### config.mk
export PLATFORM = sky130hd
export DESIGN_NAME = fixed_block_pool_allocator_core
export DESIGN_NICKNAME = d
export VERILOG_FILES = /design/src/rtl/core/fbpa_pkg.sv /design/src/rtl/core/fixed_block_pool_allocator_core.sv /design/src/rtl/core/fbpa_div.sv /design/src/rtl/core/fbpa_ctrl.sv /design/src/rtl/core/fbpa_dp.sv
export VERILOG_INCLUDE_DIRS = /design/src /design/src/rtl/core
export SDC_FILE = /design/constraint.sdc
export NUM_CORES = 2
export LEC_CHECK = 0
export ABC_AREA = 1
export BUFFER_PORTS_ARGS = -buffer_cell sky130_fd_sc_hd__buf_2
export CORE_ASPECT_RATIO = 0.7
export CORE_MARGIN = 4
export CORE_UTILIZATION = 50
export DETAILED_ROUTE_END_ITERATION = 12
export PLACE_DENSITY = 0.68
export SYNTH_ARGS = -nofsm -noshare
export SYNTH_HDL_FRONTEND = slang
export SYNTH_SLANG_ARGS = --single-unit
### constraint.sdc
create_clock -name i_clk -period 15.85 [get_ports i_clk]
set_clock_uncertainty 0.15 [all_clocks]
set_input_delay 0.7925 -clock i_clk [delete_from_list [all_inputs] [get_ports i_clk]]
set_output_delay 0.7925 -clock i_clk [all_outputs]
set_load 0.005 [all_outputs]
### src/rtl/core/fixed_block_pool_allocator_core_assert.svh
// Assertion macros shared by the allocator core modules.
// Each module that uses them has ports named i_clk and i_rst_n.
`ifndef FIXED_BLOCK_POOL_ALLOCATOR_CORE_ASSERT_SVH
`define FIXED_BLOCK_POOL_ALLOCATOR_CORE_ASSERT_SVH

// The consequent must hold in the same cycle as the antecedent.
`define FBPA_ASSERT_IMP(lbl, ante, cons) \
    lbl: assert property (@(posedge i_clk) disable iff (!i_rst_n) (ante) |-> (cons)) \
        else $error("fbpa assertion failed");

// The consequent must hold in the cycle after the antecedent.
`define FBPA_ASSERT_NXT(lbl, ante, cons) \
    lbl: assert property (@(posedge i_clk) disable iff (!i_rst_n) (ante) |=> (cons)) \
        else $error("fbpa assertion failed");

`endif

### src/rtl/core/fbpa_pkg.sv
`timescale 1ns / 1ps

package fbpa_pkg;

    localparam int ADDR_W         = 32;
    localparam int STRIDE_W       = 17;
    localparam int CFG_CNT_W      = 9;
    localparam int STAT_W         = 3;
    localparam int OP_W           = 2;
    localparam int CFG_IDX_W      = 2;
    localparam int CFG_DATA_W     = 32;
    localparam int NUM_BLOCKS_DEF = 256;

    localparam logic [STRIDE_W-1:0] STRIDE_MIN   = 17'd4;
    localparam logic [STRIDE_W-1:0] STRIDE_MAX   = 17'd65536;
    localparam logic [STRIDE_W-1:0] STRIDE_RESET = 17'd16;
    localparam logic [CFG_CNT_W-1:0] COUNT_RESET = 9'd256;

    localparam logic [OP_W-1:0] OP_ALLOC  = 2'd0;
    localparam logic [OP_W-1:0] OP_FREE   = 2'd1;
    localparam logic [OP_W-1:0] OP_REINIT = 2'd2;

    localparam logic [STAT_W-1:0] ST_OK          = 3'd0;
    localparam logic [STAT_W-1:0] ST_INVALID     = 3'd1;
    localparam logic [STAT_W-1:0] ST_OUT_OF_POOL = 3'd2;
    localparam logic [STAT_W-1:0] ST_DOUBLE_FREE = 3'd3;
    localparam logic [STAT_W-1:0] ST_EMPTY       = 3'd4;

    localparam logic [CFG_IDX_W-1:0] CFG_POOL_BASE    = 2'd0;
    localparam logic [CFG_IDX_W-1:0] CFG_BLOCK_STRIDE = 2'd1;
    localparam logic [CFG_IDX_W-1:0] CFG_BLOCK_COUNT  = 2'd2;

    typedef struct packed {
        logic              alloc_pop;
        logic              alloc_mark;
        logic              load_res;
        logic              set_status;
        logic [STAT_W-1:0] status_code;
        logic              free_setup;
        logic              div_start;
        logic              map_rd;
        logic              free_commit;
        logic              sweep_start;
        logic              sweep_step;
        logic              sweep_finish;
    } t_cmd;

    typedef struct packed {
        logic ready;
        logic empty;
        logic full;
        logic addr_zero;
        logic off_ge_lim;
        logic div_done;
        logic rem_nz;
        logic map_bit;
        logic sweep_last;
    } t_stat;

endpackage

### src/rtl/core/fixed_block_pool_allocator_core.sv
`timescale 1ns / 1ps

// Fixed-size block pool allocator.
// A command is taken when start is high and busy is low. The opcode selects
// alloc, free (of i_block_address) or reinitialize. Exactly one result follows
// each command: o_done is high for one cycle with status, result address and
// the free and used block counts. The receiver cannot hold a result off.
// Free checks, in order, that the address is nonzero and the pool is ready,
// that it lies inside the pool, then runs the bit-serial divider (one quotient
// bit per cycle over 32 bits) to find it on a stride boundary with some block
// in use, and last reads the bitmap. Reinitialize sweeps the bitmap and stack
// memories one entry per cycle. Rejected alloc and unknown opcodes go straight
// to the result. The user must write the configuration registers through the
// write port only while the block is idle; the block itself does not enforce
// this. They take effect at once. After reset the pool is not ready: alloc and
// free report invalid until the first reinitialize transaction.
module fixed_block_pool_allocator_core
    import fbpa_pkg::*;
#(
    parameter int NUM_BLOCKS = NUM_BLOCKS_DEF
) (
    input  logic                  i_clk,
    input  logic                  i_rst_n,
    input  logic                  start,
    output logic                  busy,
    input  logic [OP_W-1:0]       i_opcode,
    input  logic [ADDR_W-1:0]     i_block_address,
    output logic                  o_done,
    output logic [STAT_W-1:0]     o_status,
    output logic [ADDR_W-1:0]     o_result_address,
    output logic [CFG_CNT_W-1:0]  o_free_count,
    output logic [CFG_CNT_W-1:0]  o_used_blocks,
    input  logic                  i_cfg_we,
    input  logic [CFG_IDX_W-1:0]  i_cfg_idx,
    input  logic [CFG_DATA_W-1:0] i_cfg_data
);

    t_cmd  cmd;
    t_stat stat;

    fbpa_ctrl u_ctrl (
        .i_clk    (i_clk),
        .i_rst_n  (i_rst_n),
        .i_start  (start),
        .i_opcode (i_opcode),
        .i_stat   (stat),
        .o_cmd    (cmd),
        .o_busy   (busy),
        .o_done   (o_done)
    );

    fbpa_dp #(
        .NUM_BLOCKS (NUM_BLOCKS)
    ) u_dp (
        .i_clk            (i_clk),
        .i_rst_n          (i_rst_n),
        .i_cfg_we         (i_cfg_we),
        .i_cfg_idx        (i_cfg_idx),
        .i_cfg_data       (i_cfg_data),
        .i_block_address  (i_block_address),
        .i_cmd            (cmd),
        .o_stat           (stat),
        .o_status         (o_status),
        .o_result_address (o_result_address),
        .o_free_count     (o_free_count),
        .o_used_blocks    (o_used_blocks)
    );

endmodule

### src/rtl/core/fbpa_div.sv
`timescale 1ns / 1ps

module fbpa_div
    import fbpa_pkg::*;
(
    input  logic                i_clk,
    input  logic                i_rst_n,
    input  logic                i_start,
    input  logic [ADDR_W-1:0]   i_dividend,
    input  logic [STRIDE_W-1:0] i_divisor,
    output logic                o_done,
    output logic [ADDR_W-1:0]   o_quotient,
    output logic [STRIDE_W-1:0] o_remainder
);

    localparam int STEP_W = $clog2(ADDR_W);
    localparam logic [STEP_W-1:0] STEP_LAST = STEP_W'(ADDR_W - 1);

    logic                r_busy;
    logic                r_done;
    logic [STEP_W-1:0]   r_step;
    logic [ADDR_W-1:0]   r_quo;
    logic [STRIDE_W-1:0] r_rem;
    logic [STRIDE_W-1:0] r_dvs;
    logic [STRIDE_W:0]   rem_sh;
    logic                take;

    // One quotient bit per cycle, restoring form.
    always_comb begin
        rem_sh = {r_rem, r_quo[ADDR_W-1]};
        take   = rem_sh >= {1'b0, r_dvs};
    end

    always_ff @(posedge i_clk) begin
        if (!i_rst_n) begin
            r_busy <= 1'b0;
            r_done <= 1'b0;
            r_step <= '0;
        end else begin
            r_done <= 1'b0;
            if (i_start) begin
                r_busy <= 1'b1;
                r_step <= '0;
            end else if (r_busy) begin
                r_step <= r_step + STEP_W'(1);
                if (r_step == STEP_LAST) begin
                    r_busy <= 1'b0;
                    r_done <= 1'b1;
                end
            end
        end
    end

    always_ff @(posedge i_clk) begin
        if (i_start) begin
            r_quo <= i_dividend;
            r_rem <= '0;
            r_dvs <= i_divisor;
        end else if (r_busy) begin
            r_quo <= {r_quo[ADDR_W-2:0], take};
            r_rem <= take ? STRIDE_W'(rem_sh - {1'b0, r_dvs}) : rem_sh[STRIDE_W-1:0];
        end
    end

    assign o_done      = r_done;
    assign o_quotient  = r_quo;
    assign o_remainder = r_rem;

endmodule

### src/rtl/core/fbpa_ctrl.sv
`timescale 1ns / 1ps

`include "fixed_block_pool_allocator_core_assert.svh"

module fbpa_ctrl
    import fbpa_pkg::*;
(
    input  logic            i_clk,
    input  logic            i_rst_n,
    input  logic            i_start,
    input  logic [OP_W-1:0] i_opcode,
    input  t_stat           i_stat,
    output t_cmd            o_cmd,
    output logic            o_busy,
    output logic            o_done
);

    localparam logic [3:0] S_IDLE   = 4'd0;
    localparam logic [3:0] S_A_MARK = 4'd1;
    localparam logic [3:0] S_A_ADDR = 4'd2;
    localparam logic [3:0] S_F_CHK  = 4'd3;
    localparam logic [3:0] S_F_DIV  = 4'd4;
    localparam logic [3:0] S_F_RD   = 4'd5;
    localparam logic [3:0] S_SWEEP  = 4'd6;
    localparam logic [3:0] S_DONE   = 4'd7;

    logic [3:0] r_state;
    logic [3:0] n_state;

    always_comb begin
        n_state = r_state;
        o_cmd   = '0;
        unique case (r_state)
            S_IDLE: begin
                if (i_start) begin
                    case (i_opcode)
                        OP_ALLOC: begin
                            if (!i_stat.ready) begin
                                o_cmd.set_status  = 1'b1;
                                o_cmd.status_code = ST_INVALID;
                                n_state           = S_DONE;
                            end else if (i_stat.empty) begin
                                o_cmd.set_status  = 1'b1;
                                o_cmd.status_code = ST_EMPTY;
                                n_state           = S_DONE;
                            end else begin
                                o_cmd.alloc_pop = 1'b1;
                                n_state         = S_A_MARK;
                            end
                        end
                        OP_FREE: begin
                            if (i_stat.addr_zero || !i_stat.ready) begin
                                o_cmd.set_status  = 1'b1;
                                o_cmd.status_code = ST_INVALID;
                                n_state           = S_DONE;
                            end else begin
                                o_cmd.free_setup = 1'b1;
                                n_state          = S_F_CHK;
                            end
                        end
                        OP_REINIT: begin
                            o_cmd.sweep_start = 1'b1;
                            n_state           = S_SWEEP;
                        end
                        default: begin
                            o_cmd.set_status  = 1'b1;
                            o_cmd.status_code = ST_INVALID;
                            n_state           = S_DONE;
                        end
                    endcase
                end
            end
            S_A_MARK: begin
                o_cmd.alloc_mark = 1'b1;
                n_state          = S_A_ADDR;
            end
            S_A_ADDR: begin
                o_cmd.set_status  = 1'b1;
                o_cmd.status_code = ST_OK;
                o_cmd.load_res    = 1'b1;
                n_state           = S_DONE;
            end
            S_F_CHK: begin
                if (i_stat.off_ge_lim) begin
                    o_cmd.set_status  = 1'b1;
                    o_cmd.status_code = ST_OUT_OF_POOL;
                    n_state           = S_DONE;
                end else begin
                    o_cmd.div_start = 1'b1;
                    n_state         = S_F_DIV;
                end
            end
            S_F_DIV: begin
                if (i_stat.div_done) begin
                    if (i_stat.rem_nz) begin
                        o_cmd.set_status  = 1'b1;
                        o_cmd.status_code = ST_OUT_OF_POOL;
                        n_state           = S_DONE;
                    end else if (i_stat.full) begin
                        o_cmd.set_status  = 1'b1;
                        o_cmd.status_code = ST_DOUBLE_FREE;
                        n_state           = S_DONE;
                    end else begin
                        o_cmd.map_rd = 1'b1;
                        n_state      = S_F_RD;
                    end
                end
            end
            S_F_RD: begin
                o_cmd.set_status = 1'b1;
                if (!i_stat.map_bit) begin
                    o_cmd.status_code = ST_DOUBLE_FREE;
                end else begin
                    o_cmd.status_code = ST_OK;
                    o_cmd.free_commit = 1'b1;
                end
                n_state = S_DONE;
            end
            S_SWEEP: begin
                o_cmd.sweep_step = 1'b1;
                if (i_stat.sweep_last) begin
                    o_cmd.sweep_finish = 1'b1;
                    o_cmd.set_status   = 1'b1;
                    o_cmd.status_code  = ST_OK;
                    n_state            = S_DONE;
                end
            end
            S_DONE: begin
                n_state = S_IDLE;
            end
            default: begin
                n_state = S_IDLE;
            end
        endcase
    end

    always_ff @(posedge i_clk) begin
        if (!i_rst_n) begin
            r_state <= S_IDLE;
        end else begin
            r_state <= n_state;
        end
    end

    assign o_busy = (r_state != S_IDLE);
    assign o_done = (r_state == S_DONE);

    `FBPA_ASSERT_NXT(a_accept_leaves_idle, i_start && !o_busy, r_state != S_IDLE)
    `FBPA_ASSERT_NXT(a_done_returns_idle, r_state == S_DONE, r_state == S_IDLE)
    `FBPA_ASSERT_IMP(a_commit_needs_used, o_cmd.free_commit, i_stat.map_bit && i_stat.ready)

endmodule

### src/rtl/core/fbpa_dp.sv
`timescale 1ns / 1ps

`include "fixed_block_pool_allocator_core_assert.svh"

module fbpa_dp
    import fbpa_pkg::*;
#(
    parameter int NUM_BLOCKS = NUM_BLOCKS_DEF
) (
    input  logic                  i_clk,
    input  logic                  i_rst_n,
    input  logic                  i_cfg_we,
    input  logic [CFG_IDX_W-1:0]  i_cfg_idx,
    input  logic [CFG_DATA_W-1:0] i_cfg_data,
    input  logic [ADDR_W-1:0]     i_block_address,
    input  t_cmd                  i_cmd,
    output t_stat                 o_stat,
    output logic [STAT_W-1:0]     o_status,
    output logic [ADDR_W-1:0]     o_result_address,
    output logic [CFG_CNT_W-1:0]  o_free_count,
    output logic [CFG_CNT_W-1:0]  o_used_blocks
);

    localparam int IDX_W  = $clog2(NUM_BLOCKS);
    localparam int CNT_W  = $clog2(NUM_BLOCKS + 1);
    localparam int CMP_W  = (CNT_W > CFG_CNT_W) ? CNT_W : CFG_CNT_W;
    localparam int LIM_W  = STRIDE_W + CNT_W;
    localparam int OFF_W  = (LIM_W > ADDR_W) ? LIM_W : ADDR_W;
    localparam int PROD_W = IDX_W + STRIDE_W;

    logic [ADDR_W-1:0]    r_pool_base;
    logic [STRIDE_W-1:0]  r_block_stride;
    logic [CFG_CNT_W-1:0] r_block_count;

    logic [CNT_W-1:0]     r_free_total;
    logic                 r_ready;
    logic [IDX_W-1:0]     r_k;

    logic [ADDR_W-1:0]    r_off;
    logic [LIM_W-1:0]     r_limit;
    logic [PROD_W-1:0]    r_prod;
    logic [IDX_W-1:0]     r_idx;
    logic [STAT_W-1:0]    r_status;
    logic [ADDR_W-1:0]    r_res_addr;

    logic [IDX_W-1:0]     r_stack_mem [NUM_BLOCKS];
    logic [IDX_W-1:0]     r_stack_q;
    logic                 r_map_mem [NUM_BLOCKS];
    logic                 r_map_q;

    logic [STRIDE_W-1:0]  eff_stride;
    logic [CNT_W-1:0]     eff_count;
    logic [CMP_W-1:0]     cnt_raw;
    logic [CNT_W-1:0]     used_cnt;
    logic                 sweep_in;

    logic                 stack_we;
    logic [IDX_W-1:0]     stack_wa;
    logic [IDX_W-1:0]     stack_wd;
    logic [IDX_W-1:0]     stack_ra;
    logic                 map_we;
    logic [IDX_W-1:0]     map_wa;
    logic                 map_wd;

    logic                 div_done;
    logic [ADDR_W-1:0]    div_quo;
    logic [STRIDE_W-1:0]  div_rem;

    always_comb begin
        if (r_block_stride < STRIDE_MIN) begin
            eff_stride = STRIDE_MIN;
        end else if (r_block_stride > STRIDE_MAX) begin
            eff_stride = STRIDE_MAX;
        end else begin
            eff_stride = r_block_stride;
        end
        cnt_raw = CMP_W'(r_block_count);
        if (cnt_raw == '0) begin
            eff_count = CNT_W'(1);
        end else if (cnt_raw > CMP_W'(NUM_BLOCKS)) begin
            eff_count = CNT_W'(NUM_BLOCKS);
        end else begin
            eff_count = CNT_W'(cnt_raw);
        end
        used_cnt = (eff_count >= r_free_total) ? eff_count - r_free_total : '0;
        sweep_in = CNT_W'(r_k) < eff_count;
    end

    always_ff @(posedge i_clk) begin
        if (!i_rst_n) begin
            r_pool_base    <= '0;
            r_block_stride <= STRIDE_RESET;
            r_block_count  <= COUNT_RESET;
        end else if (i_cfg_we) begin
            unique case (i_cfg_idx)
                CFG_POOL_BASE:    r_pool_base    <= i_cfg_data[ADDR_W-1:0];
                CFG_BLOCK_STRIDE: r_block_stride <= i_cfg_data[STRIDE_W-1:0];
                CFG_BLOCK_COUNT:  r_block_count  <= i_cfg_data[CFG_CNT_W-1:0];
                default: begin
                end
            endcase
        end
    end

    always_ff @(posedge i_clk) begin
        if (!i_rst_n) begin
            r_free_total <= '0;
            r_ready      <= 1'b0;
            r_k          <= '0;
        end else begin
            if (i_cmd.alloc_pop) begin
                r_free_total <= r_free_total - CNT_W'(1);
            end else if (i_cmd.free_commit) begin
                r_free_total <= r_free_total + CNT_W'(1);
            end else if (i_cmd.sweep_finish) begin
                r_free_total <= eff_count;
            end
            if (i_cmd.sweep_finish) begin
                r_ready <= 1'b1;
            end
            if (i_cmd.sweep_start) begin
                r_k <= '0;
            end else if (i_cmd.sweep_step) begin
                r_k <= r_k + IDX_W'(1);
            end
        end
    end

    // The stack holds block indices; the block on top is the last one pushed that has not been popped.
    always_comb begin
        stack_ra = IDX_W'(r_free_total - CNT_W'(1));
        stack_we = i_cmd.free_commit || (i_cmd.sweep_step && sweep_in);
        if (i_cmd.sweep_step) begin
            stack_wa = r_k;
            stack_wd = IDX_W'(eff_count - CNT_W'(1) - CNT_W'(r_k));
        end else begin
            stack_wa = r_free_total[IDX_W-1:0];
            stack_wd = r_idx;
        end
        map_we = i_cmd.alloc_mark || i_cmd.free_commit || i_cmd.sweep_step;
        if (i_cmd.sweep_step) begin
            map_wa = r_k;
            map_wd = 1'b0;
        end else if (i_cmd.alloc_mark) begin
            map_wa = r_stack_q;
            map_wd = 1'b1;
        end else begin
            map_wa = r_idx;
            map_wd = 1'b0;
        end
    end

    always_ff @(posedge i_clk) begin
        if (stack_we) begin
            r_stack_mem[stack_wa] <= stack_wd;
        end
        if (i_cmd.alloc_pop) begin
            r_stack_q <= r_stack_mem[stack_ra];
        end
    end

    always_ff @(posedge i_clk) begin
        if (map_we) begin
            r_map_mem[map_wa] <= map_wd;
        end
        if (i_cmd.map_rd) begin
            r_map_q <= r_map_mem[div_quo[IDX_W-1:0]];
        end
    end

    always_ff @(posedge i_clk) begin
        if (i_cmd.free_setup) begin
            r_off   <= i_block_address - r_pool_base;
            r_limit <= LIM_W'(eff_stride) * LIM_W'(eff_count);
        end
        if (i_cmd.alloc_mark) begin
            r_prod <= PROD_W'(r_stack_q) * PROD_W'(eff_stride);
        end
        if (i_cmd.map_rd) begin
            r_idx <= div_quo[IDX_W-1:0];
        end
        if (i_cmd.set_status) begin
            r_status <= i_cmd.status_code;
        end
        if (i_cmd.load_res) begin
            r_res_addr <= r_pool_base + ADDR_W'(r_prod);
        end else if (i_cmd.set_status) begin
            r_res_addr <= '0;
        end
    end

    fbpa_div u_div (
        .i_clk       (i_clk),
        .i_rst_n     (i_rst_n),
        .i_start     (i_cmd.div_start),
        .i_dividend  (r_off),
        .i_divisor   (eff_stride),
        .o_done      (div_done),
        .o_quotient  (div_quo),
        .o_remainder (div_rem)
    );

    always_comb begin
        o_stat.ready      = r_ready;
        o_stat.empty      = (r_free_total == '0);
        o_stat.full       = (r_free_total >= eff_count);
        o_stat.addr_zero  = (i_block_address == '0);
        o_stat.off_ge_lim = (OFF_W'(r_off) >= OFF_W'(r_limit));
        o_stat.div_done   = div_done;
        o_stat.rem_nz     = (div_rem != '0);
        o_stat.map_bit    = r_map_q;
        o_stat.sweep_last = (r_k == IDX_W'(NUM_BLOCKS - 1));
    end

    assign o_status         = r_status;
    assign o_result_address = r_res_addr;
    assign o_free_count     = CFG_CNT_W'(r_free_total);
    assign o_used_blocks    = CFG_CNT_W'(used_cnt);

    `FBPA_ASSERT_IMP(a_pop_needs_block, i_cmd.alloc_pop, r_free_total != '0)
    `FBPA_ASSERT_NXT(a_sweep_fills_stack, i_cmd.sweep_finish, r_ready && (r_free_total == eff_count))

endmodule

==> results.sh <==
export IMPL_reg2reg_depth=26
export IMPL_drtAntennaViolNets=0
export IMPL_min_path_cells=3
export IMPL_boundaryPins=127
export IMPL_netlist_area_leader_share=0.622
export IMPL_clk_path_buf_depth=4
export IMPL_drtPass1Iterations=7
export IMPL_yosysTopAreaCell="edfxtp_1"
export IMPL_tightest_slew_ns=1.22
export IMPL_finalPower_mw=16.9
export IMPL_cts_resized_gates=0
export IMPL_netlist_cell_type_count=49
export IMPL_ys_warn_count=0
export IMPL_cts_clk_slew_worst_paths_ns=0.07
export IMPL_areaGrowthSynthToFinish_pct=9.23
export IMPL_clkSinkCount=2591
export IMPL_finalWeightedCongestion=0.929
export IMPL_final_layout_size_suffix_gt1_frac=0.0584
export IMPL_grt_pass1_wl_um=507000
export IMPL_holdBufCountCts=1
export IMPL_fillerInstances=20300
export IMPL_wirelength_um=340000
export IMPL_fin_crit_ns=7.25
export IMPL_finalSetupViolations=0
export IMPL_final_hold_viol_count=0
export IMPL_synth_edf_count=2488
export IMPL_cts_setup_buffers=0
export IMPL_grt_max_degree=227
export IMPL_grt_pass1_vias=79400
export IMPL_die_h_um=418
export IMPL_fmax_ghz=0.138
export IMPL_fin_nets=11700
export IMPL_initial_core_util=0.503
export IMPL_hold_path_class="in2reg"
export IMPL_drt_iter0_drc=11200
export IMPL_leakagePower_nw=48.1
export IMPL_synthTopCellsByArea="edfxtp_1 (62%), nand3_1 (8.5%), nand2_1 (8.1%)"
export IMPL_syn_area_per_cell_um2=10.6
export IMPL_core_area_mm2=0.239
export IMPL_async_reset_ff_frac=0
export IMPL_vias_per_cell=5.88
export IMPL_crit_path_end_kind="flip-flop"
export IMPL_r2r_end="u_dp.r_limit[25]$_DFFE_PP_"
export IMPL_slew_violations=0
export IMPL_yosysSeqAreaShare=0.640
export IMPL_syn_area_mm2=0.120
export IMPL_hold_path_end="u_dp.r_pool_base[23]$_SDFFE_PN0P_"
export IMPL_cts_made_buffers=242
export IMPL_p_per_area_mw_per_mm2=129
export IMPL_drc_errors=0
export IMPL_dp_hpwl_um=210000
export IMPL_crit_type="reg2reg"
export IMPL_rsz0062_at_grt="false"
export IMPL_routed_via_count=85700
export IMPL_relSlewSlack=0.183
export IMPL_final_setup_tns_ns=0
export IMPL_reg2reg_slack_ns=8.60
export IMPL_syn_inst=11400
export IMPL_drv_cap=0
export IMPL_peakVddDrop_uv=166
export IMPL_final_util=0.549
export IMPL_grt_util_all_layers=0.267
export IMPL_required_ns=16.30
export IMPL_worstPathArrival_ns=7.70
export IMPL_synth_fp_nets=11900
export IMPL_dieArea_mm2=0.248
export IMPL_cp_max_fo=11
export IMPL_critPathLaunchType="flip-flop"
export IMPL_grt_antenna_before_repair=11
export IMPL_insertion_delay_ns=0.92
export IMPL_synthFlopType="edfxtp_1"
export IMPL_dieWidth_um=594
export IMPL_io_buffers=126
export IMPL_outcome="completed"
export IMPL_grt_remaining_overflow=0
export IMPL_root_buffer="clkbuf_16"
export IMPL_row_count=150
export IMPL_cts_max_level=4
export IMPL_synth_seq_cells=2591
export IMPL_timing_rr_start="u_dp.r_block_stride[2]$_SDFFE_PN0P_"
export IMPL_min_delay_start="i_cfg_data[23]"
export IMPL_whs_ns=0.0892
export IMPL_wire_per_inst_um=23.4
export IMPL_period_share=0.457
export IMPL_cts_tree="yes"
-- power breakdown --
part | switching, mW | total [mW] | internal [mW]
sequential | 0.0512 | 7.91 | 7.86
combinational | 2.45 | 3.17 | 0.728
clock | 2.57 | 5.85 | 3.28
-- cell families (layout without fill, tap and decap cells) --
group,after synthesis,count (layout),share of synthesized area
and+or+nand+nor,5850,5850,0.206
DFF,2591,2591,0.640
buffers and inverters,1380,1407,0.0447
AOI/OAI and AO/OA,1011,1011,0.0451
adders and majority gates,423,423,0.0567
xor gates and xnor gates,102,102,0.00750
other,0,2,0
-- worst max-delay path: stages, from the launching register on --
cell      delay (ns)
dfxtp_1         0.33
nor2_1          0.15
nand2_1         0.08
nor4_1          0.39
nand4_1         0.16
nand2_1         0.30
inv_1           0.20
nor2_2          0.59
clkinv_1        0.61
nor2_1          0.30
fa_1            0.44
inv_1           0.09
fa_1            0.39
inv_1           0.08
fa_1            0.40
inv_1           0.08
fa_1            0.40
inv_1           0.07
ha_1            0.28
a21oi_1         0.22
a21boi_0        0.52
inv_1           0.10
nand3_1         0.09
nand4_1         0.18
nand3_1         0.13
nand3_1         0.09
xor2_1          0.17
-- worst max path at each step --
stage | start | end | slack (ns) | cells past startpoint
floorplan | u_dp.cnt_raw[8]$_SDFFE_PN1P_ | u_dp.r_stack_mem[0][6]$_DFFE_PP_ | 0.98 | 14
global placement | u_dp.r_block_stride[2]$_SDFFE_PN0P_ | u_dp.r_limit[25]$_DFFE_PP_ | 8.83 | 26
detailed placement | u_dp.r_block_stride[2]$_SDFFE_PN0P_ | u_dp.r_limit[25]$_DFFE_PP_ | 8.77 | 26
CTS | u_dp.r_block_stride[2]$_SDFFE_PN0P_ | u_dp.r_limit[25]$_DFFE_PP_ | 8.76 | 26
global route | u_dp.r_block_stride[2]$_SDFFE_PN0P_ | u_dp.r_limit[25]$_DFFE_PP_ | 8.20 | 26
finish | u_dp.r_block_stride[2]$_SDFFE_PN0P_ | u_dp.r_limit[25]$_DFFE_PP_ | 8.60 | 26
-- synthesized netlist by cell type (8+ instances only) --
cell,number
nand2_1,2580
edfxtp_1,2488
nand3_1,2045
nor2_1,1117
inv_1,705
o21ai_0,458
clkbuf_1,411
a21oi_1,374
ha_1,222
fa_1,201
buf_2,134
dfxtp_1,103
buf_1,100
o22ai_1,80
xor2_1,70
nor3_1,31
xnor2_1,31
o211ai_1,25
nand4_1,24
a31oi_1,17
a21o_1,16
inv_2,15
nor4_1,13
clkinv_1,11
o21bai_1,11
o21a_1,10
or2_2,10
nand3b_1,8
nor2_2,8
-- per-layer routing --
layer / up-vias / routed length [um] / track usage
met4: 12 / 8130 / 0.0639
met3: 524 / 40000 / 0.0629
li1: 38800 / - / -
met1: 41800 / 150000 / 0.417
met5: - / 222 / 0.00463
met2: 4506 / 142000 / 0.377
-- metrics by stage --
step           setup slack, ns  area, um2  instances
3_3_place_gp              8.83     123000      14100
2_1_floorplan            0.980     120000      11400
3_5_place_dp              8.77     123000      14100
4_1_cts                   8.76     131000      14600
6_report                  8.60     131000      14600
5_1_grt                   8.20     131000      14600
-- cell type report --
type / count / area [um2] / area share
Tap cell: 3192 / 3990 / 0.0305
Clock inverter: 140 / 1450 / 0.0111
Multi-Input combinational cell: 7386 / 38100 / 0.291
Antenna cell: 2 / 5.00 / 0.0000382
Sequential cell: 2591 / 76800 / 0.586
Inverter: 731 / 2770 / 0.0211
Timing Repair Buffer: 242 / 1640 / 0.0125
Clock buffer: 294 / 6350 / 0.0485
-- layout by cell type (no fill, tap or decap), types with 12 or more instances in the layout --
| cell | n |
|---|---|
| nand2_1 | 2577 |
| edfxtp_1 | 2488 |
| nand3_1 | 2039 |
| nor2_1 | 1115 |
| inv_1 | 701 |
| o21ai_0 | 451 |
| a21oi_1 | 373 |
| clkbuf_16 | 245 |
| ha_1 | 221 |
| fa_1 | 201 |
| buf_2 | 126 |
| buf_4 | 104 |
| dfxtp_1 | 102 |
| o22ai_1 | 80 |
| xor2_1 | 66 |
| clkinv_1 | 53 |
| clkbuf_1 | 45 |
| clkinv_2 | 44 |
| nor3_1 | 31 |
| xnor2_1 | 31 |
| bufinv_16 | 27 |
| o211ai_1 | 25 |
| nand4_1 | 24 |
| a31oi_1 | 17 |
| a21o_1 | 16 |
| inv_2 | 16 |
| nor4_1 | 13 |
| clkinvlp_4 | 12 |
-- flip-flops by register name (all words and copies together) (netlist names) --
signal	count
u_dp.u_div.r_busy	1
u_dp.r_idx	8
u_dp.r_ready	1
u_dp.u_div.o_done	1
u_dp.u_div.r_step	5
u_dp.r_off	32
u_dp.o_free_count	9
u_dp.o_result_address	32
u_ctrl.r_state	3
u_dp.r_stack_mem	2048
u_dp.r_k	8
u_dp.r_prod	25
u_dp.r_map_mem	256
u_dp.u_div.o_quotient	32
u_dp.r_map_q	1
u_dp.o_status	3
u_dp.r_stack_q	8
u_dp.u_div.o_remainder	17
u_dp.r_limit	26
u_dp.cnt_raw	9
u_dp.u_div.r_dvs	17
u_dp.r_pool_base	32
u_dp.r_block_stride	17
Power figures use the tool's default switching activity.
